===== src/rtl/puf_kbr_pkg.sv =====
// package with shared types and constants for the key bit reconstruction block
`timescale 1ns / 1ps

package puf_kbr_pkg;

   // field widths fixed by the item formats
   localparam int RESP_ADDR_W  = 6;
   localparam int BYTE_W       = 8;
   localparam int LOCKER_W     = 8;
   localparam int LOCK_SLOT_W  = 4;
   localparam int TAP_SLOT_W   = 3;
   localparam int BIT_ADDR_W   = 9;
   localparam int BIT_SEL_W    = 3;
   localparam int LOCK_CNT_W   = 5;
   localparam int TAP_CNT_W    = 4;
   localparam int KEY_LEN_W    = 9;
   localparam int KEY_POS_W    = 8;
   localparam int CSR_INDEX_W  = 2;
   localparam int CSR_DATA_W   = 9;

   // register reset values
   localparam logic [LOCK_CNT_W-1:0] LOCK_COUNT_RST    = 5'd5;
   localparam logic [TAP_CNT_W-1:0]  TAPS_PER_LOCK_RST = 4'd3;
   localparam logic [KEY_LEN_W-1:0]  KEY_LENGTH_RST    = 9'd128;
   localparam logic [KEY_LEN_W-1:0]  KEY_LENGTH_MAX    = 9'd256;

   // register indexes
   localparam logic [CSR_INDEX_W-1:0] CSR_LOCK_COUNT    = 2'd0;
   localparam logic [CSR_INDEX_W-1:0] CSR_TAPS_PER_LOCK = 2'd1;
   localparam logic [CSR_INDEX_W-1:0] CSR_KEY_LENGTH    = 2'd2;

   typedef enum logic [1:0] {
      ACT_RESP_WR = 2'd0,
      ACT_LOCK_WR = 2'd1,
      ACT_TAP_WR  = 2'd2,
      ACT_RECON   = 2'd3
   } action_type;

   typedef enum logic [1:0] {
      SEQ_IDLE,
      SEQ_RUN,
      SEQ_DRAIN,
      SEQ_DONE
   } seq_state_type;

   // one read beat of the reconstruct sweep
   typedef struct packed {
      logic live;
      logic first;
      logic tap;
      logic last;
      logic valid;
   } beat_type;

   typedef struct packed {
      logic resp_we;
      logic lock_we;
      logic tap_we;
   } mem_we_type;

   typedef struct packed {
      logic idle;
      logic start;
      logic load;
   } seq_ctl_type;

endpackage


===== src/rtl/puf_kbr_vote.sv =====
// read pipeline that xors the taps of each lock and counts the ones
`timescale 1ns / 1ps

module puf_kbr_vote #(
   parameter int RESP_DEPTH = 64,
   parameter int RESP_AW    = 6
) (
   input  logic                                clock,
   input  logic                                reset,
   input  logic                                start,
   input  puf_kbr_pkg::beat_type               beat,
   input  logic                                lock_rd_q,
   input  logic [puf_kbr_pkg::BIT_ADDR_W-1:0]  tap_rd_q,
   input  logic [puf_kbr_pkg::BYTE_W-1:0]      resp_rd_q,
   output logic [RESP_AW-1:0]                  resp_rd_addr,
   output logic [puf_kbr_pkg::LOCK_CNT_W-1:0]  ones
);
   import puf_kbr_pkg::*;

   beat_type              s1_ff;
   beat_type              s2_ff;
   logic [BIT_SEL_W-1:0]  s2_sel_ff;
   logic                  s2_inrange_ff;
   logic                  s2_lock_ff;
   logic                  acc_ff, acc_in;
   logic [LOCK_CNT_W-1:0] ones_ff, ones_in;

   logic [BIT_ADDR_W-1:0]               tap_addr;
   logic [BIT_ADDR_W-BIT_SEL_W-1:0]     byte_idx;
   logic                                inrange;
   logic                                resp_bit;

   // stage 1: tap address back, fetch the response byte
   // an out of range locker reads every tap as address zero
   assign tap_addr     = s1_ff.valid ? tap_rd_q : '0;
   assign byte_idx     = tap_addr[BIT_ADDR_W-1:BIT_SEL_W];
   assign inrange      = {1'b0, byte_idx} < 7'(RESP_DEPTH);
   assign resp_rd_addr = byte_idx[RESP_AW-1:0];

   // stage 2: pick the bit and fold it in
   assign resp_bit = s2_ff.tap & s2_inrange_ff & resp_rd_q[s2_sel_ff];

   always_comb begin
      acc_in  = (s2_ff.first ? s2_lock_ff : acc_ff) ^ resp_bit;
      ones_in = ones_ff;
      if (start) begin
         ones_in = '0;
      end else if (s2_ff.live && s2_ff.last) begin
         ones_in = ones_ff + LOCK_CNT_W'(acc_in);
      end
   end

   always_ff @(posedge clock) begin
      if (reset) begin
         s1_ff   <= '0;
         s2_ff   <= '0;
         ones_ff <= '0;
      end else begin
         s1_ff   <= beat;
         s2_ff   <= s1_ff;
         ones_ff <= ones_in;
      end
   end

   always_ff @(posedge clock) begin
      s2_sel_ff     <= tap_addr[BIT_SEL_W-1:0];
      s2_inrange_ff <= inrange;
      s2_lock_ff    <= s1_ff.valid & lock_rd_q;
      if (s2_ff.live) begin
         acc_ff <= acc_in;
      end
   end

   assign ones = ones_ff;

endmodule


===== config.mk =====
export PLATFORM = sky130hd
export DESIGN_NAME = puf_kbr_vote
export DESIGN_NICKNAME = d
export VERILOG_FILES = /design/src/rtl/puf_kbr_pkg.sv /design/src/rtl/puf_kbr_vote.sv
export SDC_FILE = /design/constraint.sdc
export NUM_CORES = 1
export LEC_CHECK = 0
export BUFFER_PORTS_ARGS = -buffer_cell sky130_fd_sc_hd__buf_2
export CAP_MARGIN = 10
export CORE_MARGIN = 2
export CORE_UTILIZATION = 40
export CTS_CLUSTER_DIAMETER = 60
export DETAILED_ROUTE_END_ITERATION = 16
export GPL_TIMING_DRIVEN = 0
export PLACE_DENSITY = 0.7
export SLEW_MARGIN = 25
export SYNTH_ARGS = -nofsm -noshare
export SYNTH_HDL_FRONTEND = slang
export SYNTH_SLANG_ARGS = --single-unit

===== constraint.sdc =====
create_clock -name clock -period 2.3 [get_ports clock]
set_input_delay 0.115 -clock clock [delete_from_list [all_inputs] [get_ports clock]]
set_output_delay 0.115 -clock clock [all_outputs]
set_load 0.01 [all_outputs]

After elaboration in Yosys (flattened, before gate mapping)
Index checks and enable logic that the tools add are counted.
- $add $sub $neg: 1
- magnitude comparators: 1
- muxes and demuxes: 4
- bitwise gates (word level): 3
- reduce and logical (&&, ||, !) cells: 2
- operator list (kind ; number):
    9-bit 2-to-1 mux ; 1
    5-bit by 1-bit adder with 5-bit output ; 1
    3-bit by 4-bit < comparator with 1-bit output, second input constant ; 1
    1-bit binary-select mux with 3-bit select ; 1
    1-bit AND ; 2
    1-bit 2-to-1 mux ; 2
    2-bit OR reduction ; 1
    1-bit logical AND ; 1
    1-bit XOR ; 1
- register bits: 19
- output and inout bits: 11
- word-level logic and storage cells: 24

Longest topological paths before layout
Gate-level depths: netlist (run 1).
- depth in word-level cells: 5
- depth in mapped cells: 9
- mapped depth without buffers: 9

Worst setup path before layout (run 1)
OpenSTA, ideal clock, no wires.
- path kind: register -> register
- start: register s2_sel_ff[0]
- end: register ones_ff[4] (netlist: ones[4])
- library setup time: 78 ps
- arrival: 1930 ps
- data required time: 2222 ps
- setup slack: 292 ps
- cell stages (with the launch flop): 10
- cells stage by stage: dfxtp_1 -> mux4_2 -> nand2b_1 -> nand4_1 -> xor2_1 -> ha_1 -> ha_1 -> nand3_1 -> xor2_1 -> nor3_1
- longest elaborated chain between the ends: 5
- ends and longest elaborated chain (element ; RTL line ; RTL):
    start, declared ; puf_kbr_vote.sv:22 ; logic [BIT_SEL_W-1:0] s2_sel_ff;
    start signal, assigned ; puf_kbr_vote.sv:66 ; s2_sel_ff <= tap_addr[BIT_SEL_W-1:0];
    1-bit binary-select mux with 3-bit select ; puf_kbr_vote.sv:41 ; assign resp_bit = s2_ff.tap & s2_inrange_ff & resp_rd_q[s2_sel_ff];
    1-bit 2-to-1 mux (implied by the code) ; puf_kbr_vote.sv:41 ;
    1-bit AND ; puf_kbr_vote.sv:41 ;
    1-bit XOR ; puf_kbr_vote.sv:44 ; acc_in = (s2_ff.first ? s2_lock_ff : acc_ff) ^ resp_bit;
    net acc_in ; puf_kbr_vote.sv:25 ; logic acc_ff, acc_in;
    5-bit by 1-bit adder with 5-bit output ; puf_kbr_vote.sv:49 ; ones_in = ones_ff + LOCK_CNT_W'(acc_in);
    end signal, assigned ; puf_kbr_vote.sv:61 ; ones_ff <= ones_in;
    end, declared ; puf_kbr_vote.sv:26 ; logic [LOCK_CNT_W-1:0] ones_ff, ones_in;
The timed path passes the listed nets, and every way through them passes these cells. The select of a mux whose other input is x is not followed.
A chain may end at the register's enable or synchronous reset.

Final worst setup path (run 1)
Ends and elaborated chain as after synthesis.

==> results of run 1 <==
flip-flops by register name, summed over array words and instances, names as in the netlist:
| name | count |
|---|---|
| acc_ff | 1 |
| ones | 5 |
| s1_ff | 5 |
| s2_ff | 4 |
| s2_lock_ff | 1 |
| s2_sel_ff | 3 |
placed cells by master (no fill, tap or decap), drive strengths merged:
master  synthesis  routed
and2           10      10
and3            1       1
buf             0      37
clkbuf          1       4
clkinv          0       1
dfxtp          18      18
edfxtp          1       1
ha              2       2
mux2i           5       5
mux4            1       1
nand2           2       2
nand2b          1       1
nand3           3       3
nand3b          1       1
nand4           1       1
nor2            1       1
nor2b           9       9
nor3            5       5
xor2            4       4
cell families (layout without fill, tap and decap cells):
family,Yosys count,count (layout)
mux,6,6
xor+xnor,4,4
simple gates,34,34
flops,19,19
buf+inv,1,42
fa+ha+maj,2,2
Yosys cell counts:
library cell and instances:
nor2_1 1, and3_1 1, nand3b_1 1, edfxtp_1 1, mux2i_1 5, nand4_1 1
nand3_1 3, and2_1 10, xor2_1 4, nand2_1 2, nor3_1 5, nand2b_1 1
nor2b_1 9, dfxtp_1 18, mux4_2 1, clkbuf_1 1, ha_1 2
critical path, cell delays in order, from the launching register on:
cell and delay (ps):
dfxtp_4 380, mux4_2 490, nand2b_1 150, nand4_1 120, xor2_2 180, ha_2 200, ha_1 160, nand3_1 100
xor2_1 150, nor3_1 130
path summary, 6_finish.rpt:
kind | startpoint | to | slack (ps) | cells past startpoint
worst max-delay path | s2_sel_ff[0]$_SDFF_PN0_ | ones[4]$_SDFFE_PP0P_ | 160 | 9
worst max register to register | s2_sel_ff[0]$_SDFF_PN0_ | ones[4]$_SDFFE_PP0P_ | 160 | 9
worst min-delay path | tap_rd_q[2] | s2_sel_ff[2]$_SDFF_PN0_ | 30 | 2
worst min register to register | s1_ff[4]$_SDFF_PP0_ | s2_ff[4]$_SDFF_PP0_ | 440 | 1
repair_timing:
item / CTS / global route
buffers inserted: 0 / 1
resized for setup: 0 / 4
setup endpoints to repair: 0 / 2
area by class of cell:
| type | count | area, um2 |
|---|---|---|
| multi-input cells | 46 | 339 |
| repair buffers | 37 | 188 |
| plain buffers | 1 | 3.75 |
| flip-flops and latches | 19 | 394 |
| clock inverters | 1 | 5.00 |
| fillers | 165 | 724 |
| clock buffers | 3 | 22.5 |
| well taps | 25 | 31.3 |
stage by stage:
step,cell area [um2],TNS (ps),setup slack (ps)
global placement,935,0,92.4
global route,983,-17.4,-9.13
finish,983,0,161
floorplan,723,0,292
detailed placement,935,0,72.0
CTS,962,0,28.1
metal layers:
metal | vias up | track usage
met5 | - | 0
met4 | 0 | 0.0686
met3 | 2 | 0.0353
met2 | 15 | 0.194
met1 | 256 | 0.128
li1 | 305 | -
where the power goes:
group	leakage [nW]	total, mW	switching [mW]	internal (mW)
logic	0.295	0.0537	0.0200	0.0338
registers	0.158	0.348	0.00574	0.342
clock network	0.0177	0.156	0.0912	0.0645
==> metrics.md, run 1 <==
| Metric | Value |
|---|---|
| Status | finished clean |
| TritonCTS clock tree | built |
| Worst setup SP type | register |
| Slew Viols, Final | 0 |
| Via count | 578 |
| Initial antenna violation count | 0 |
| Overall power | 0.557 mW |
| Placed cells | approximately 130 |
| Actual slew at the worst max-slew pin | 417 ps |
| Fmax | 0.467 GHz |
| Final setup vio count | 0 |
| Post-DRT Antenna Nets | 0 |
| FP Rows | 15 |
| Gr usage total | 0.116 |
| Die ar. | 2160 um2 |
| Synth Area in Compound Gates | 0 |
| Die boundary height | 46.5 um |
| Maxcap violations | 0 |
| 1st-iter DRT viols | 2 |
| CORE AREA | 1710 um2 |
| CTS buffer count | 3 |
| Hold_buf cts | 0 |
| Critical Path AT | 2350 ps |
| Largest net degree at the start of global routing | 12 |
| Vias in the first global route | 457 |
| Final non-filler cell total | 132 |
| WS Path Type | register to register |
| Mapped Nets | 94 |
| H-tree levels | 1 |
| Clk root buf | clkbuf_4 |
| Critical Path Fanout Max | 3 |
| Area Growth Syn to Fin | 36.0% |
| Die Wd | 46.5 um |
| Post-synthesis sequential area ratio | 0.540 |
| Clock Latency Late Sink | 280 ps |
| Ys Warns | 0 |
| Nets | 136 |
| Yosys top cell area share | 0.498 |
| Routed length per instance | 8.80 um |
| Mean number of vias per cell | 4.38 |
| Post-synth top area cell | dfxtp_1 |
| PortBufs | 36 |
| Max layer used | met4 |
| Met2 Routed Length | 596 um |
| Largest family of logic cells by synthesized area | simple AND/OR/NAND/NOR gates |
| Crit share post-route | 0.930 |
| Pwr per Cell Area | 567 nW/um2 |
| Leak | 0.470 nW |
| Slew headroom | 0.722 |
| Final cell utilization of the core | 0.576 |
| Antenna Cells | 0 |
| GRT overflow | 0 |
| Post-Synth Simple-Gate Area | 0.272 |
| Worst hold slack | 29.9 ps |
| Register bit count reported by yosys | 19 |
| Critical Path RT | 2510 ps |
| Layout cells sized above 1 | 0.421 |
| Minimum clock period | about 2100 ps |
| DR DRC count | 0 |
| Skew final | 2.51 ps |
| CTS Sinks | 19 |
| CP endpoint kind | register |
| Mux contribution to synthesized area | 0.100 |
| Avg Synthesized Cell Area | approximately 11 um2 |
| DR pass1 iterations | 4 |
| Met3 wire len | 49 um |
| Worst hold path type | input port to register |
| Peak supply drop | between 0.3 and 0.4 mV |
| DPL Wire Length | 964 um |
| Mapped Cells | 66 |
| GP Congestion | 0.620 |
| Synthesized area | 723 um2 |
| Adder-Cell Fraction of Synth Area | 0.0346 |
| Distinct cells, synth | 17 |
| WL met1 | between 400 and 500 um |
| Xor/xnor share of the synthesized area | 0.0484 |
| First-pass GRT wire length | 1.73 mm |
| I/O pin count | 37 |
| Clock slew at reported path FFs | roughly 100 ps |
| Final hold vios | 0 |
| Starting density of the core | 0.423 |
| Post-Route WL | 1.16 mm |
| Largest cells by area after synthesis | dfxtp_1 50%, and2_1 8.7%, nor2b_1 7.8%, mux2i_1 6.9%, xor2_1 4.8% |
| Clock buffer depth | 2 |
(Power assumes the default switching activity.)
==> run 2, diff against run 1 <==
CORE_ASPECT_RATIO = 1.2   (was default)
==> metrics.md, run 2 (same netlist as run 1, synthesis figures left out) <==
| Metric | Value |
|---|---|
| Slowest CP cell | mux4_2 |
| Crit share post-route | 0.931 (about the same) |
| Layout cells sized above 1 | 0.417 (-0.00389) |
| Mean number of vias per cell | 4.54 (+3.7%) |
| Most common cell after layout, fill and taps aside | buf_2 |
| Actual slew at the worst max-slew pin | 411 ps (-5.98 ps) |
| Die Wd | 42.8 um (-8.0%) |
| Critical Path AT | 2350 ps (about the same) |
| PortBufs | 36 (unchanged) |
| Worst hold path type | input port to register |
| Area Growth Syn to Fin | 34.8% |
| Maxcap violations | 0 (unchanged) |
| Minimum clock period | 2140 ps (+1.37 ps) |
| Most used cell, CP | xor2_1 |
| Setup_tns | 0 ps (unchanged) |
| Status | finished clean |
| Fill cells | 154 (-6.7%) |
| Sw Ratio | 0.209 (-0.000890) |
| Vias in the first global route | 511 (+12%) |
| Psw | 0.117 mW (-0.23%) |
| Unrepaired setup endpoints after global routing | false |
| DP Area | 926 um2 (-0.94%) |
| DR pass1 iterations | 3 (-1) |
| Die ar. | 2170 um2 (about the same) |
| Placement-stage worst setup slack | 58.3 ps (-13.7 ps) |
| Worst setup SP type | register |
| Critical Path Fanout Max | 3 (unchanged) |
| CORE AREA | 1660 um2 (-2.7%) |
| Largest stage delay on the critical path | 480 ps (about the same) |
| Critical Path RT | 2510 ps (about the same) |
| TritonCTS clock tree | built |
| Via count | 572 (-1.0%) |
| Final setup vio count | 0 (unchanged) |
| H-tree levels | 1 (unchanged) |
| Comb pwr share | 0.098 (+0.002) |
| Crit path cell chain | mux4_2 -> nand2b_1 -> nand4_1 -> xor2_1 -> ha_2 -> ha_1 -> nand3_1 -> xor2_1 -> nor3_1 |
| Slew headroom | 0.726 (+0.00399) |
| Buf/Inv on CP | 0 (unchanged) |
| Critical R2R Launch | s2_sel_ff[0]$_SDFF_PN0_ |
| CTS Sinks | 19 (unchanged) |
| Hold EP | s2_ff[1]$_SDFF_PP0_ |
| Routed length per instance | 10.0 um (+14%) |
| Slew Viols, Final | 0 (unchanged) |
| Nets | 137 (+0.74%) |
| Reg power frac | 0.624 (about the same) |
| WS Path Type | register to register |
| First-pass GRT wire length | 2.06 mm (+19%) |
| Top delay family on crit path | simple AND/OR/NAND/NOR gates |
| FP Rows | 16 (+1) |
| Starting density of the core | 0.435 (+0.0118) |
| Most frequent cells in the layout | 36 x buf_2, 17 x dfxtp_1, 10 x and2_1 |
| Worst setup margin | 160 ps (-1.37 ps) |
| Pint | 0.442 mW (+0.30%) |
| Initial antenna violation count | 0 (unchanged) |
| GRT overflow | 0 (unchanged) |
| FF/Latch Area | 394 um2 (unchanged) |
| Fin area | 975 um2 (-0.89%) |
| I/O pin count | 37 (unchanged) |
| Clock Latency Late Sink | 280 ps (about the same) |
| Gr usage total | 0.128 (+0.0118) |
| Startpoint of the worst hold path | reset |
| RR Endpoint | ones[4]$_SDFFE_PP0P_ |
| Clk root buf | clkbuf_4 |
| Final hold vios | 0 (unchanged) |
| Post-DRT Antenna Nets | 0 (unchanged) |
| FF-to-FF setup slack | 160 ps (about the same) |
| Clock slew at reported path FFs | 100 ps (about the same) |
| Leak | 0.473 nW (+0.63%) |
| Hold_buf cts | 0 (unchanged) |
| CTS buffer count | 3 (unchanged) |
| Skew final | 7.21 ps (+4.69 ps) |
| Pwr per Cell Area | 573 nW/um2 (+1.1%) |
| Peak supply drop | 0.382 mV (+2.3%) |
| Largest net degree at the start of global routing | 12 (unchanged) |
| 1st-iter DRT viols | 4 (+2) |
| Clock power share | 0.278 (about the same) |
| DR DRC count | 0 (unchanged) |
| Post-Route WL | 1.26 mm (+8.5%) |
| Footprint of the multi-input gates | 332 um2 (-2.2%) |
| Fmax | 0.467 GHz (about the same) |
| R2R depth | 9 (unchanged) |
| Die boundary height | 50.6 um (+8.7%) |
| Worst Hold Depth | 2 (unchanged) |
| Clock buffer depth | 2 (unchanged) |
| CP endpoint kind | register |
| GP Congestion | 0.746 (+20%) |
| Antenna Cells | 0 (unchanged) |
| DPL Wire Length | 1.03 mm (+7.2%) |
| Worst hold slack | 28.9 ps (-0.953 ps) |
==> run 2: cell type report <==
cell class | count | share of cell area
Multi-Input combinational cell | 46 | 0.340
Sequential cell | 19 | 0.404
Buffer | 1 | 0.00385
Clock buffer | 3 | 0.0231
Tap cell | 18 | 0.0231
Timing Repair Buffer | 38 | 0.200
Clock inverter | 1 | 0.00513
==> run 2: power by group through the flow <==
| stage | registers (mW) | logic, mW | clock network, mW |
|---|---|---|---|
| 2_1_floorplan | 0.355 | 0.0236 | 0 |
| 3_3_place_gp | 0.356 | 0.0495 | 0 |
| 3_5_place_dp | 0.357 | 0.0511 | 0 |
| 4_1_cts | 0.349 | 0.0513 | 0.165 |
| 5_1_grt | 0.350 | 0.0614 | 0.179 |
| 6_report | 0.348 | 0.0549 | 0.155 |
==> run 2: stage by stage <==
step           power, mW  utilization  instances
2_1_floorplan      0.379            -         66
3_3_place_gp       0.406        0.557        120
3_5_place_dp       0.408        0.557        120
4_1_cts            0.566        0.574        124
5_1_grt            0.591        0.587        126
6_report           0.558        0.587        126
==> run 2: worst reg2reg max path: cells and delay by family (launching register included) <==
kind	cells	cell delay [ps]
simple gates	4	490
flops	1	380
mux	1	480
xor+xnor	2	350
fa+ha+maj	2	370
==> run 2: how the worst max path moves through the flow <==
stage | startpoint | end | slack [ps] | cells after the start
6_report | s2_sel_ff[0]$_SDFF_PN0_ | ones[4]$_SDFFE_PP0P_ | 160 | 9
5_1_grt | s2_sel_ff[0]$_SDFF_PN0_ | ones[4]$_SDFFE_PP0P_ | 3 | 9
4_1_cts | s2_sel_ff[0]$_SDFF_PN0_ | ones[4]$_SDFFE_PP0P_ | 40 | 9
3_5_place_dp | s2_sel_ff[0]$_SDFF_PN0_ | ones[4]$_SDFFE_PP0P_ | 60 | 9
3_3_place_gp | s2_sel_ff[0]$_SDFF_PN0_ | ones[4]$_SDFFE_PP0P_ | 90 | 9
2_1_floorplan | s2_sel_ff[0]$_SDFF_PN0_ | ones[4]$_SDFFE_PP0P_ | 290 | 9
==> run 2: timing repair <==
action	4_1_cts	5_1_grt
setup buffers	0	2
setup endpoints to repair	0	3
resized for setup	0	3
==> run 2: per-layer routing <==
layer	routed length (um)	GRT usage	up-vias
met1	519	0.137	249
met5	0	0	-
met3	74	0.0144	2
met2	635	0.225	17
met4	31	0.0938	0
li1	-	-	304
