`src/rtl/puf_kbr_pkg.sv`:
```
// package with shared types and constants for the key bit reconstruction block
`timescale 1ns / 1ps

package puf_kbr_pkg;

   // field widths fixed by the item formats
   localparam int RESP_ADDR_W  = 6;
   localparam int BYTE_W       = 8;
   localparam int LOCKER_W     = 8;
   localparam int LOCK_SLOT_W  = 4;
   localparam int TAP_SLOT_W   = 3;
   localparam int BIT_ADDR_W   = 9;
   localparam int BIT_SEL_W    = 3;
   localparam int LOCK_CNT_W   = 5;
   localparam int TAP_CNT_W    = 4;
   localparam int KEY_LEN_W    = 9;
   localparam int KEY_POS_W    = 8;
   localparam int CSR_INDEX_W  = 2;
   localparam int CSR_DATA_W   = 9;

   // register reset values
   localparam logic [LOCK_CNT_W-1:0] LOCK_COUNT_RST    = 5'd5;
   localparam logic [TAP_CNT_W-1:0]  TAPS_PER_LOCK_RST = 4'd3;
   localparam logic [KEY_LEN_W-1:0]  KEY_LENGTH_RST    = 9'd128;
   localparam logic [KEY_LEN_W-1:0]  KEY_LENGTH_MAX    = 9'd256;

   // register indexes
   localparam logic [CSR_INDEX_W-1:0] CSR_LOCK_COUNT    = 2'd0;
   localparam logic [CSR_INDEX_W-1:0] CSR_TAPS_PER_LOCK = 2'd1;
   localparam logic [CSR_INDEX_W-1:0] CSR_KEY_LENGTH    = 2'd2;

   typedef enum logic [1:0] {
      ACT_RESP_WR = 2'd0,
      ACT_LOCK_WR = 2'd1,
      ACT_TAP_WR  = 2'd2,
      ACT_RECON   = 2'd3
   } action_type;

   typedef enum logic [1:0] {
      SEQ_IDLE,
      SEQ_RUN,
      SEQ_DRAIN,
      SEQ_DONE
   } seq_state_type;

   // one read beat of the reconstruct sweep
   typedef struct packed {
      logic live;
      logic first;
      logic tap;
      logic last;
      logic valid;
   } beat_type;

   typedef struct packed {
      logic resp_we;
      logic lock_we;
      logic tap_we;
   } mem_we_type;

   typedef struct packed {
      logic idle;
      logic start;
      logic load;
   } seq_ctl_type;

endpackage

```
`src/rtl/puf_kbr_seq.sv`:
```
// sequencer that sweeps the locks and taps of one locker
`timescale 1ns / 1ps

module puf_kbr_seq #(
   parameter int MAX_LOCKS    = 16,
   parameter int MAX_TAPS     = 8,
   parameter int LOCKER_DEPTH = 256,
   parameter int LOCK_AW      = 12,
   parameter int TAP_AW       = 15
) (
   input  logic                                clock,
   input  logic                                reset,
   input  logic                                req_valid,
   input  logic [1:0]                          req_action,
   input  logic [puf_kbr_pkg::LOCKER_W-1:0]    req_locker_index,
   input  logic [puf_kbr_pkg::LOCK_CNT_W-1:0]  lock_count,
   input  logic [puf_kbr_pkg::TAP_CNT_W-1:0]   taps_per_lock,
   input  logic                                out_free,
   output puf_kbr_pkg::seq_ctl_type            ctl,
   output puf_kbr_pkg::beat_type               beat,
   output logic [LOCK_AW-1:0]                  lock_rd_addr,
   output logic [TAP_AW-1:0]                   tap_rd_addr,
   output logic [puf_kbr_pkg::LOCK_CNT_W-1:0]  eff_locks
);
   import puf_kbr_pkg::*;

   seq_state_type         state_ff, state_in;
   logic                  drain_ff, drain_in;
   logic [LOCK_CNT_W-1:0] lock_ff, lock_in;
   logic [TAP_CNT_W-1:0]  tap_ff, tap_in;
   logic [LOCK_CNT_W-1:0] locks_ff, locks_in;
   logic [TAP_CNT_W-1:0]  taps_ff, taps_in;
   logic [LOCK_AW-1:0]    base_ff, base_in;
   logic                  valid_ff, valid_in;

   logic                  locker_ok;
   logic [LOCK_CNT_W-1:0] locks_sat;
   logic [TAP_CNT_W-1:0]  taps_sat;
   logic                  beat_last;

   // saturate the counts to the store geometry
   assign locks_sat = ({2'b0, lock_count} > 7'(MAX_LOCKS)) ? LOCK_CNT_W'(MAX_LOCKS) : lock_count;
   assign taps_sat  = ({2'b0, taps_per_lock} > 6'(MAX_TAPS)) ? TAP_CNT_W'(MAX_TAPS) : taps_per_lock;
   assign locker_ok = {1'b0, req_locker_index} < 9'(LOCKER_DEPTH);

   assign lock_rd_addr = base_ff + LOCK_AW'(lock_ff);
   assign tap_rd_addr  = TAP_AW'(lock_rd_addr) * TAP_AW'(MAX_TAPS) + TAP_AW'(tap_ff);
   assign beat_last    = (taps_ff == '0) || (tap_ff == taps_ff - 4'd1);
   assign eff_locks    = locks_ff;

   always_ff @(posedge clock) begin
      if (reset) begin
         state_ff <= SEQ_IDLE;
         drain_ff <= 1'b0;
      end else begin
         state_ff <= state_in;
         drain_ff <= drain_in;
      end
   end

   always_ff @(posedge clock) begin
      lock_ff  <= lock_in;
      tap_ff   <= tap_in;
      locks_ff <= locks_in;
      taps_ff  <= taps_in;
      base_ff  <= base_in;
      valid_ff <= valid_in;
   end

   always_comb begin
      state_in  = state_ff;
      drain_in  = drain_ff;
      lock_in   = lock_ff;
      tap_in    = tap_ff;
      locks_in  = locks_ff;
      taps_in   = taps_ff;
      base_in   = base_ff;
      valid_in  = valid_ff;
      beat      = '0;
      ctl.idle  = 1'b0;
      ctl.start = 1'b0;
      ctl.load  = 1'b0;
      unique case (state_ff)
         SEQ_IDLE: begin
            ctl.idle = 1'b1;
            if (req_valid && (req_action == ACT_RECON)) begin
               ctl.start = 1'b1;
               lock_in   = '0;
               tap_in    = '0;
               drain_in  = 1'b0;
               locks_in  = locks_sat;
               taps_in   = taps_sat;
               valid_in  = locker_ok;
               base_in   = locker_ok ? LOCK_AW'(req_locker_index) * LOCK_AW'(MAX_LOCKS) : '0;
               state_in  = (locks_sat == '0) ? SEQ_DRAIN : SEQ_RUN;
            end
         end
         SEQ_RUN: begin
            beat.live  = 1'b1;
            beat.first = (tap_ff == '0);
            beat.tap   = (taps_ff != '0);
            beat.last  = beat_last;
            beat.valid = valid_ff;
            if (beat_last) begin
               tap_in  = '0;
               lock_in = lock_ff + 5'd1;
               if (lock_ff == locks_ff - 5'd1) begin
                  state_in = SEQ_DRAIN;
                  drain_in = 1'b0;
               end
            end else begin
               tap_in = tap_ff + 4'd1;
            end
         end
         SEQ_DRAIN: begin
            // two read stages still in flight
            drain_in = 1'b1;
            if (drain_ff) begin
               state_in = SEQ_DONE;
            end
         end
         SEQ_DONE: begin
            if (out_free) begin
               ctl.load = 1'b1;
               state_in = SEQ_IDLE;
            end
         end
         default: begin
            state_in = SEQ_IDLE;
         end
      endcase
   end

endmodule

```
`config.mk`:
```
export PLATFORM = sky130hd
export DESIGN_NAME = puf_kbr_seq
export DESIGN_NICKNAME = d
export VERILOG_FILES = /design/src/rtl/puf_kbr_pkg.sv /design/src/rtl/puf_kbr_seq.sv
export SDC_FILE = /design/constraint.sdc
export NUM_CORES = 1
export LEC_CHECK = 0
export BUFFER_PORTS_ARGS = -buffer_cell sky130_fd_sc_hd__buf_2
export CORE_ASPECT_RATIO = 1.75
export CORE_MARGIN = 2
export CORE_UTILIZATION = 51
export CTS_BUF_LIST = sky130_fd_sc_hd__clkbuf_16
export CTS_CLUSTER_SIZE = 24
export DETAILED_ROUTE_END_ITERATION = 8
export PLACE_DENSITY_LB_ADDON = 0.08
export SYNTH_ARGS = -nofsm -noshare
export SYNTH_HDL_FRONTEND = slang
export SYNTH_SLANG_ARGS = --single-unit
export TNS_END_PERCENT = 20
```
`constraint.sdc`:
```
create_clock -name clock -period 3.1 [get_ports clock]
set_input_delay 0.465 -clock clock [delete_from_list [all_inputs] [get_ports clock]]
set_output_delay 0.465 -clock clock [all_outputs]
set_load 0.05 [all_outputs]
```
# Word-level counts from Yosys, hierarchy flattened
# Index checks and enable logic that the tools add are counted.
# word_totals
word_cells	63
register_bits	29
out_inout_bits	40
# op_classes
reduce_logical	14
n_lt_le_gt_ge	2
n_eq_ne	11
mux	23
n_addsub	6
# op_table
op	count
two-way mux 5 bit	4
adder 15 x 4 -> 15 bit	1
two-way mux 2 bit	7
adder 12 x 5 -> 12 bit	1
inequality test 2 bit (second input constant)	5
case mux 5 bit (2 select lines)	1
logical NOT 4 bit	2
two-way mux 4 bit	2
case mux 2 bit (4 select lines)	1
case mux 4 bit (2 select lines)	1
== test 2 bit (second input constant)	3
two-way mux 1 bit	6
adder 5 x 1 -> 5 bit (second input constant)	1
== test 5 bit	1
greater-than comparator 5 bit (second input constant)	1
logical NOT 5 bit	1
AND reduction 5 bit	1
subtractor 5 x 1 -> 5 bit (second input constant)	1
adder 4 x 1 -> 4 bit (second input constant)	1
== test 4 bit	1
greater-than comparator 4 bit (second input constant)	1
AND reduction 2 bit	2
AND reduction 4 bit	1
nonzero test 4 bit	1
9 further kinds	9

# Longest topological paths before layout
# Gate-level depths: netlist of run 1.
# depth
ltp_word	6
depth_mapped	7
mapped_depth_nobuf	7

# Least setup slack after synthesis of run 1
# No wires, ideal clock.
# synth_path
path_type	flip-flop to output port
start	reg lock_ff[4]
end	out tap_rd_addr[14]
stages_incl_launch_ff	8
t_arrival_ns	3.436
required_time_ns	2.635
n_path_buf	0
slack_ns	-0.801
path_cell_list	edfxtp_1 -> ha_1 -> ha_1 -> xor2_1 -> nand4_1 -> nor3b_1 -> nand3_1 -> xnor2_1
# synth_via
elab_chain_cells	2
# synth_lines
element	line	rtl
start: declaration	puf_kbr_seq.sv:29	logic [LOCK_CNT_W-1:0] lock_ff, lock_in;
start signal: assignment	puf_kbr_seq.sv:62	lock_ff <= lock_in;
adder 12 x 5 -> 12 bit	puf_kbr_seq.sv:46	assign lock_rd_addr = base_ff + LOCK_AW'(lock_ff);
via lock_rd_addr[6]	puf_kbr_seq.sv:21	output logic [LOCK_AW-1:0] lock_rd_addr,
adder 15 x 4 -> 15 bit	puf_kbr_seq.sv:47	assign tap_rd_addr = TAP_AW'(lock_rd_addr) * TAP_AW'(MAX_TAPS) + TAP_AW'(tap_ff);
end: declaration	puf_kbr_seq.sv:22	output logic [TAP_AW-1:0] tap_rd_addr,
# The timed path passes the listed nets, and every way through them passes these cells.

# Worst setup path after layout of run 1
# layout_path
start	reg lock_ff[4]
end	out tap_rd_addr[14]
# layout_via
elab_chain_cells	2
# layout_lines
element	line
adder 12 x 5 -> 12 bit	puf_kbr_seq.sv:46
adder 15 x 4 -> 15 bit	puf_kbr_seq.sv:47
# Every way passes these cells.

==> results of run 1 <==
## synth_stat cells, types with 2 or more instances
master / instances / area, µm²
xor2_1: 13 / 114
mux2_1: 2 / 22.5
ha_1: 13 / 163
nor3_1: 5 / 25.0
nor2b_1: 7 / 43.8
buf_4: 8 / 60.1
clkbuf_1: 2 / 7.51
and2_1: 4 / 25.0
dfxtp_1: 3 / 60.1
and3_1: 5 / 31.3
inv_1: 15 / 56.3
nor2_1: 16 / 60.1
edfxtp_1: 26 / 781
nand3_1: 10 / 50.1
xnor2_1: 21 / 184
nor3b_1: 2 / 15.0
nand2_1: 5 / 18.8
## where the power goes
group | switching (mW) | internal [mW] | total (mW)
registers | 0.0495 | 0.484 | 0.534
logic | 0.514 | 0.199 | 0.713
clock network | 0.153 | 0.371 | 0.525
total | 0.717 | 1.05 | 1.77
## metal layers
metal | vias up | GRT usage (%) | part of all wire, %
li1 | 705 | - | -
met1 | 682 | 16.1 | 33
met2 | 45 | 39.6 | 60
met3 | 10 | 3.70 | 4.8
met4 | 0 | 10.9 | 2.8
met5 | - | 0 | 0
## registers in the layout, indices dropped and copies added, names as in the netlist
signal and flops:
tap_ff 4, state_ff 2, drain_ff 1, taps_ff 4, eff_locks 5, base_ff 8, lock_ff 5
## worst paths after layout
check | depth (start not counted) | slack (ns) | from | to
min reg2reg | 3 | 0.65 | drain_ff | drain_ff
min | 1 | 0.37 | req_locker_index[7] | base_ff[11]
max reg2reg | 6 | 0.86 | state_ff[1] | lock_ff[1]
max | 8 | 0.16 | lock_ff[4] | tap_rd_addr[14]
## stage by stage
step | TNS, ns | setup WS [ns] | power [mW] | util [%]
4_1_cts | 0 | 0.0192 | 1.79 | 67.2
6_report | 0 | 0.165 | 1.77 | 67.4
3_3_place_gp | 0 | 0.395 | 1.23 | 62.7
2_1_floorplan | -1.20 | -0.195 | 1.13 | -
3_5_place_dp | 0 | 0.312 | 1.26 | 62.7
5_1_grt | 0 | 0.00913 | 1.85 | 67.4
## kinds of logic (layout without fill, tap and decap cells)
group	after synthesis	in the layout	synth area share (%)
xor+xnor	35	35	16.5
simple gates	62	62	17.7
buf+inv	26	86	6.76
compound gates	8	8	5.19
fa+ha+maj	13	13	8.54
flops	29	29	44.1
mux	2	2	1.18
## cell type report
type / count / area, µm² / area share [%]
clock buffers: 5 / 125 / 5.17
clock inverters: 3 / 37.5 / 1.55
inverters: 15 / 56.3 / 2.32
multi-input cells: 120 / 985 / 40.7
flip-flops and latches: 29 / 841 / 34.7
well taps: 46 / 57.6 / 2.38
repair buffers: 63 / 320 / 13.2
## worst register-to-register path, delay by kind of cell (launching register included)
family,cells,cell delay [ns]
flip-flops,1,0.33
adder cells (fa/ha/maj),1,0.29
AND/OR/NAND/NOR,2,0.81
buffers and inverters,2,0.24
AO/OA/AOI/OAI,1,0.27
==> impl_metrics.json, run 1 <==
{
  "run_status": "finished, final reports clean",
  "most_numerous_cell_on_the_critical_path": "ha_1",
  "timing.final.hold_violations": 0,
  "io_pins": 63,
  "mostFrequentLayoutCells": "61 x buf_2, 26 x edfxtp_1, 18 x xnor2_1",
  "critical-path-slowest-cell": "edfxtp_1",
  "crit_type": "reg2out",
  "most_frequently_used_flop_master_after_synthesis": "edfxtp_1",
  "drt_first_iter_violations": 25,
  "routed-via-count": 1442,
  "clkSlewWorstSetupHoldPaths_ns": 0.05,
  "place_inst": 273,
  "yosysSeqAreaShare_pct": 44.1,
  "clock.fmax_mhz": 341,
  "detail-route-antenna-nets": 0,
  "io_buffer_count": 62,
  "route.detailed.wl_per_inst_um": 13.7,
  "cts_made_buffers": 5,
  "synthesis.instances": 175,
  "maximum_number_of_pins_on_one_net_before_global_route_repair": 13,
  "gp_routability_congestion": 0.786,
  "first_pass_grt_wire_length_um": 6220,
  "final_cell_count_no_fill": 281,
  "cts_resized": 0,
  "clock_insertion_delay_worst_skew_ns": 0.27,
  "ys_seq_elements": 29,
  "fin_hold_ws_ns": 0.370,
  "synth.distinct_cells": 35,
  "tritoncts": "done",
  "first_global_vias": 1518,
  "synth.avg_cell_area_um2": 10.9,
  "worst_clock_skew_ns": 0.00124,
  "timing_worst_slew_pin_value_ns": 0.618,
  "cp_data_required_time_ns": 2.63,
  "critPathArrivalTime_ns": 2.47,
  "endpoint_kind": "primary output",
  "n_antenna_cell": 0,
  "clock_sinks": 29,
  "place_hpwl_um": 3110,
  "number_of_detailed_route_iterations_in_the_first_pass": 4,
  "power.leakage_nw": 1.08,
  "post-route-cell-area_mm2": 0.00242,
  "initial_antenna_violation_count": 0,
  "worst-path-max-fanout": 4,
  "p_per_area_mw_per_mm2": 731,
  "max_slew_margin_pct": 58.6,
  "horizontal_die_dimension_um": 50.2,
  "ctsHoldBuffers": 0,
  "syn-num-nets": 211,
  "fillCellCount": 282,
  "area_growth_syn_to_layout_pct": 27.1,
  "clock_tree.buffer_depth": 2,
  "placedInstanceArea_mm2": 0.00225,
  "final_nets": 270,
  "floorplan.rows": 29,
  "count_of_buffering_cells_on_the_critical_path_with_inverters_included": 1,
  "totalWireLength_um": 3860,
  "maxCapViolations": 0,
  "grt_remaining_overflow": 0,
  "async_flop_share_pct": 0,
  "path_cells": "ha_1 -> ha_1 -> xor2_2 -> nand4_1 -> nor3b_2 -> nand3_1 -> xnor2_2 -> clkbuf_4",
  "finalSetupViolCount": 0,
  "post-route-drc-count": 0,
  "synth-edff-count": 26,
  "worst_path_largest_cell_delay_ns": 0.45,
  "layout.cells.most_common": "buf_2",
  "clock_tree.htree_level_count": 2,
  "ir_worst_vdd_uv": 596,
  "cts_setup_buffers": 0,
  "rsz0062_at_grt": "false",
  "die_h_um": 84.9,
  "yosys_warnings": 0,
  "die_area_mm2": 0.00426,
  "mappedNetlistArea_mm2": 0.00191,
  "initial_core_util_pct": 53.0,
  "timing_max_transition_violations_final": 0,
  "timing.final.crit_period_ns": 2.94,
  "hold_path.class": "in2reg",
  "routed_via_density": 5.13,
  "std_cell_core_area_mm2": 0.00359,
  "final_min_period_over_clock_period_pct": 94.7,
  "startpoint_type_of_the_worst_setup_path": "register",
  "groute.usage.overall_pct": 19.5,
  "cts.root.buffer_cell": "clkbuf_16",
  "delay_heaviest_family_cp": "simple AND/OR/NAND/NOR gates",
  "post_route_cells_drive_above_1_share_pct": 35.7
}
Note: power is estimated with default switching activity, not from simulation.
==> run 2, diff against run 1 <==
CAP_MARGIN = 20   (was not set)
GPL_TIMING_DRIVEN = 0   (was not set)
==> run 2 against run 1 <==
  * Die area is the same
  * Power decreased by 3.9%
  * Worst setup slack better by 0.015 ns
  * Wire length down 5.5%
  * Critical path depth stayed put
  * Cell count up 4.3%
  * Maximum frequency is 0.51% higher
  * Flip-flop and latch count did not move
  * Critical path type unchanged
==> impl_metrics.json, run 2 (synthesis gave the netlist of run 1 again) <==
{
  "cts.root.buffer_cell": "clkbuf_16",
  "drt_first_iter_violations": 25,
  "tritoncts": "done",
  "detail-route-antenna-nets": 0,
  "layout.cells.most_common": "buf_2",
  "initial_core_util_pct": 53.0,
  "cp_data_required_time_ns": 2.63,
  "endpoint_kind": "primary output",
  "die_area_mm2": 0.00426,
  "hold_path.class": "in2reg",
  "timing_worst_slew_pin_value_ns": 0.547,
  "routed_via_density": 4.95,
  "post-route-drc-count": 0,
  "clock_insertion_delay_worst_skew_ns": 0.27,
  "maximum_number_of_pins_on_one_net_before_global_route_repair": 13,
  "overall_power_of_the_completed_layout_mw": 1.70,
  "routed-via-count": 1451,
  "worst_hold_path.num_cells": 1,
  "final_nets": 282,
  "clock_tree.htree_level_count": 2,
  "clock_tree.buffer_depth": 2,
  "power.leakage_nw": 1.11,
  "grt.met2_usage_pct": 35.4,
  "timing.final.hold_violations": 0,
  "worst-path-max-fanout": 4,
  "number_of_detailed_route_iterations_in_the_first_pass": 4,
  "final_cell_count_no_fill": 293,
  "worst_clock_skew_ns": 0.00297,
  "busiest_layer": "met2",
  "groute.layer.met3.usage_pct": 4.23,
  "post_route_cells_drive_above_1_share_pct": 38.1,
  "max_slew_margin_pct": 63.4,
  "critical_path.reg2reg.startpoint": "state_ff[0]",
  "grt_util_met1_pct": 16.7,
  "timing_max_transition_violations_final": 0,
  "first_global_vias": 1345,
  "std_cell_core_area_mm2": 0.00359,
  "place_hpwl_um": 2860,
  "timing.final.crit_period_ns": 2.92,
  "final_core_utilization_pct": 69.0,
  "die_h_um": 84.9,
  "initial_antenna_violation_count": 0,
  "first_pass_grt_wire_length_um": 5790,
  "final_min_period_over_clock_period_pct": 94.2,
  "io_buffer_count": 62,
  "p_per_area_mw_per_mm2": 687,
  "run_status": "finished, final reports clean",
  "rsz0062_at_grt": "false",
  "gp_routability_congestion": 0.796,
  "hold_path_startpoint": "req_locker_index[4]",
  "reg2regPathDepth": 6,
  "crit_path_start": "lock_ff[4]",
  "regMostFlops": "base_ff",
  "place_inst": 284,
  "maxCapViolations": 0,
  "clkSlewWorstSetupHoldPaths_ns": 0.05,
  "clock_sinks": 29,
  "grt_remaining_overflow": 0,
  "clock.fmax_mhz": 342,
  "finalSetupViolCount": 0,
  "n_antenna_cell": 0,
  "floorplan.rows": 29,
  "ir_worst_vdd_uv": 596,
  "critPathArrivalTime_ns": 2.46,
  "fillCellCount": 312,
  "cts_made_buffers": 5,
  "area_growth_syn_to_layout_pct": 30.0,
  "crit_type": "reg2out",
  "totalWireLength_um": 3650,
  "mostFrequentLayoutCells": "62 x buf_2, 26 x edfxtp_1, 18 x xnor2_1",
  "groute.usage.overall_pct": 18.4,
  "route.detailed.wl_per_inst_um": 12.4,
  "startpoint_type_of_the_worst_setup_path": "register",
  "horizontal_die_dimension_um": 50.2,
  "io_pins": 63,
  "largest_register_ff_count": 8
}
run 2: cell types whose count changed in the layout (fill, tap and decap cells not counted):
cell,previous run,this run
buf_4,1,10
clkbuf_1,0,2
clkinv_2,0,1
clkinv_1,1,2
bufinv_16,1,0
inv_1,16,15
buf_2,61,62
run 2: through the flow:
stage               setup slack, ns  area, µm²  setup TNS (ns)  hold WS, ns
global placement              0.268       2320               0        0.638
global route                 0.0153       2480               0        0.365
detailed placement            0.260       2320               0        0.637
finish                        0.180       2480               0        0.367
floorplan                    -0.195       1950           -1.20        0.564
CTS                          0.0754       2470               0        0.364
run 2: per-layer routing:
layer,wire length [µm],share of wire (%),up-vias
met2,2110,58,39
met3,173,4.7,7
met1,1280,35,674
met4,85,2.3,0
met5,0,0,-
li1,-,-,731
run 2: worst paths after layout:
path	endpoint	slack, ns
worst max register to register	lock_ff[1]	0.98
worst min-delay path	base_ff[8]	0.37
worst min register to register	drain_ff	0.64
worst max-delay path	tap_rd_addr[12]	0.18
run 2: cell type report:
cell class / instances / area, µm² / area share [%]
plain buffers: 11 / 72.6 / 2.93
clock buffers: 5 / 125 / 5.05
clock inverters: 3 / 12.5 / 0.505
inverters: 15 / 56.3 / 2.27
multi-input cells: 120 / 985 / 39.7
flip-flops and latches: 29 / 841 / 33.9
well taps: 46 / 57.6 / 2.32
repair buffers: 64 / 328 / 13.2
run 2: what timing repair did:
action | CTS | global route
hold buffers | 0 | 0
gates cloned | 0 | 0
endpoints found under the hold margin | 0 | 0
gates resized for setup | 1 | 1
pin swaps | 0 | 1
setup endpoints to repair | 1 | 1
buffers inserted | 0 | 1
run 2: critical path: stages (launching register included):
cell and delay [ns]:
edfxtp_1 0.46, ha_1 0.28, ha_1 0.25, xor2_2 0.21
nand4_1 0.19, nor3b_2 0.25, buf_4 0.15, xnor2_1 0.10
buf_2 0.28
run 2: where the power goes:
part           leakage, nW  internal (mW)  switching (mW)  total (mW)
sequential           0.266          0.484          0.0463       0.531
clock               0.0687          0.288           0.151       0.439
combinational        0.778          0.221           0.511       0.732
total                 1.11          0.994           0.708        1.70
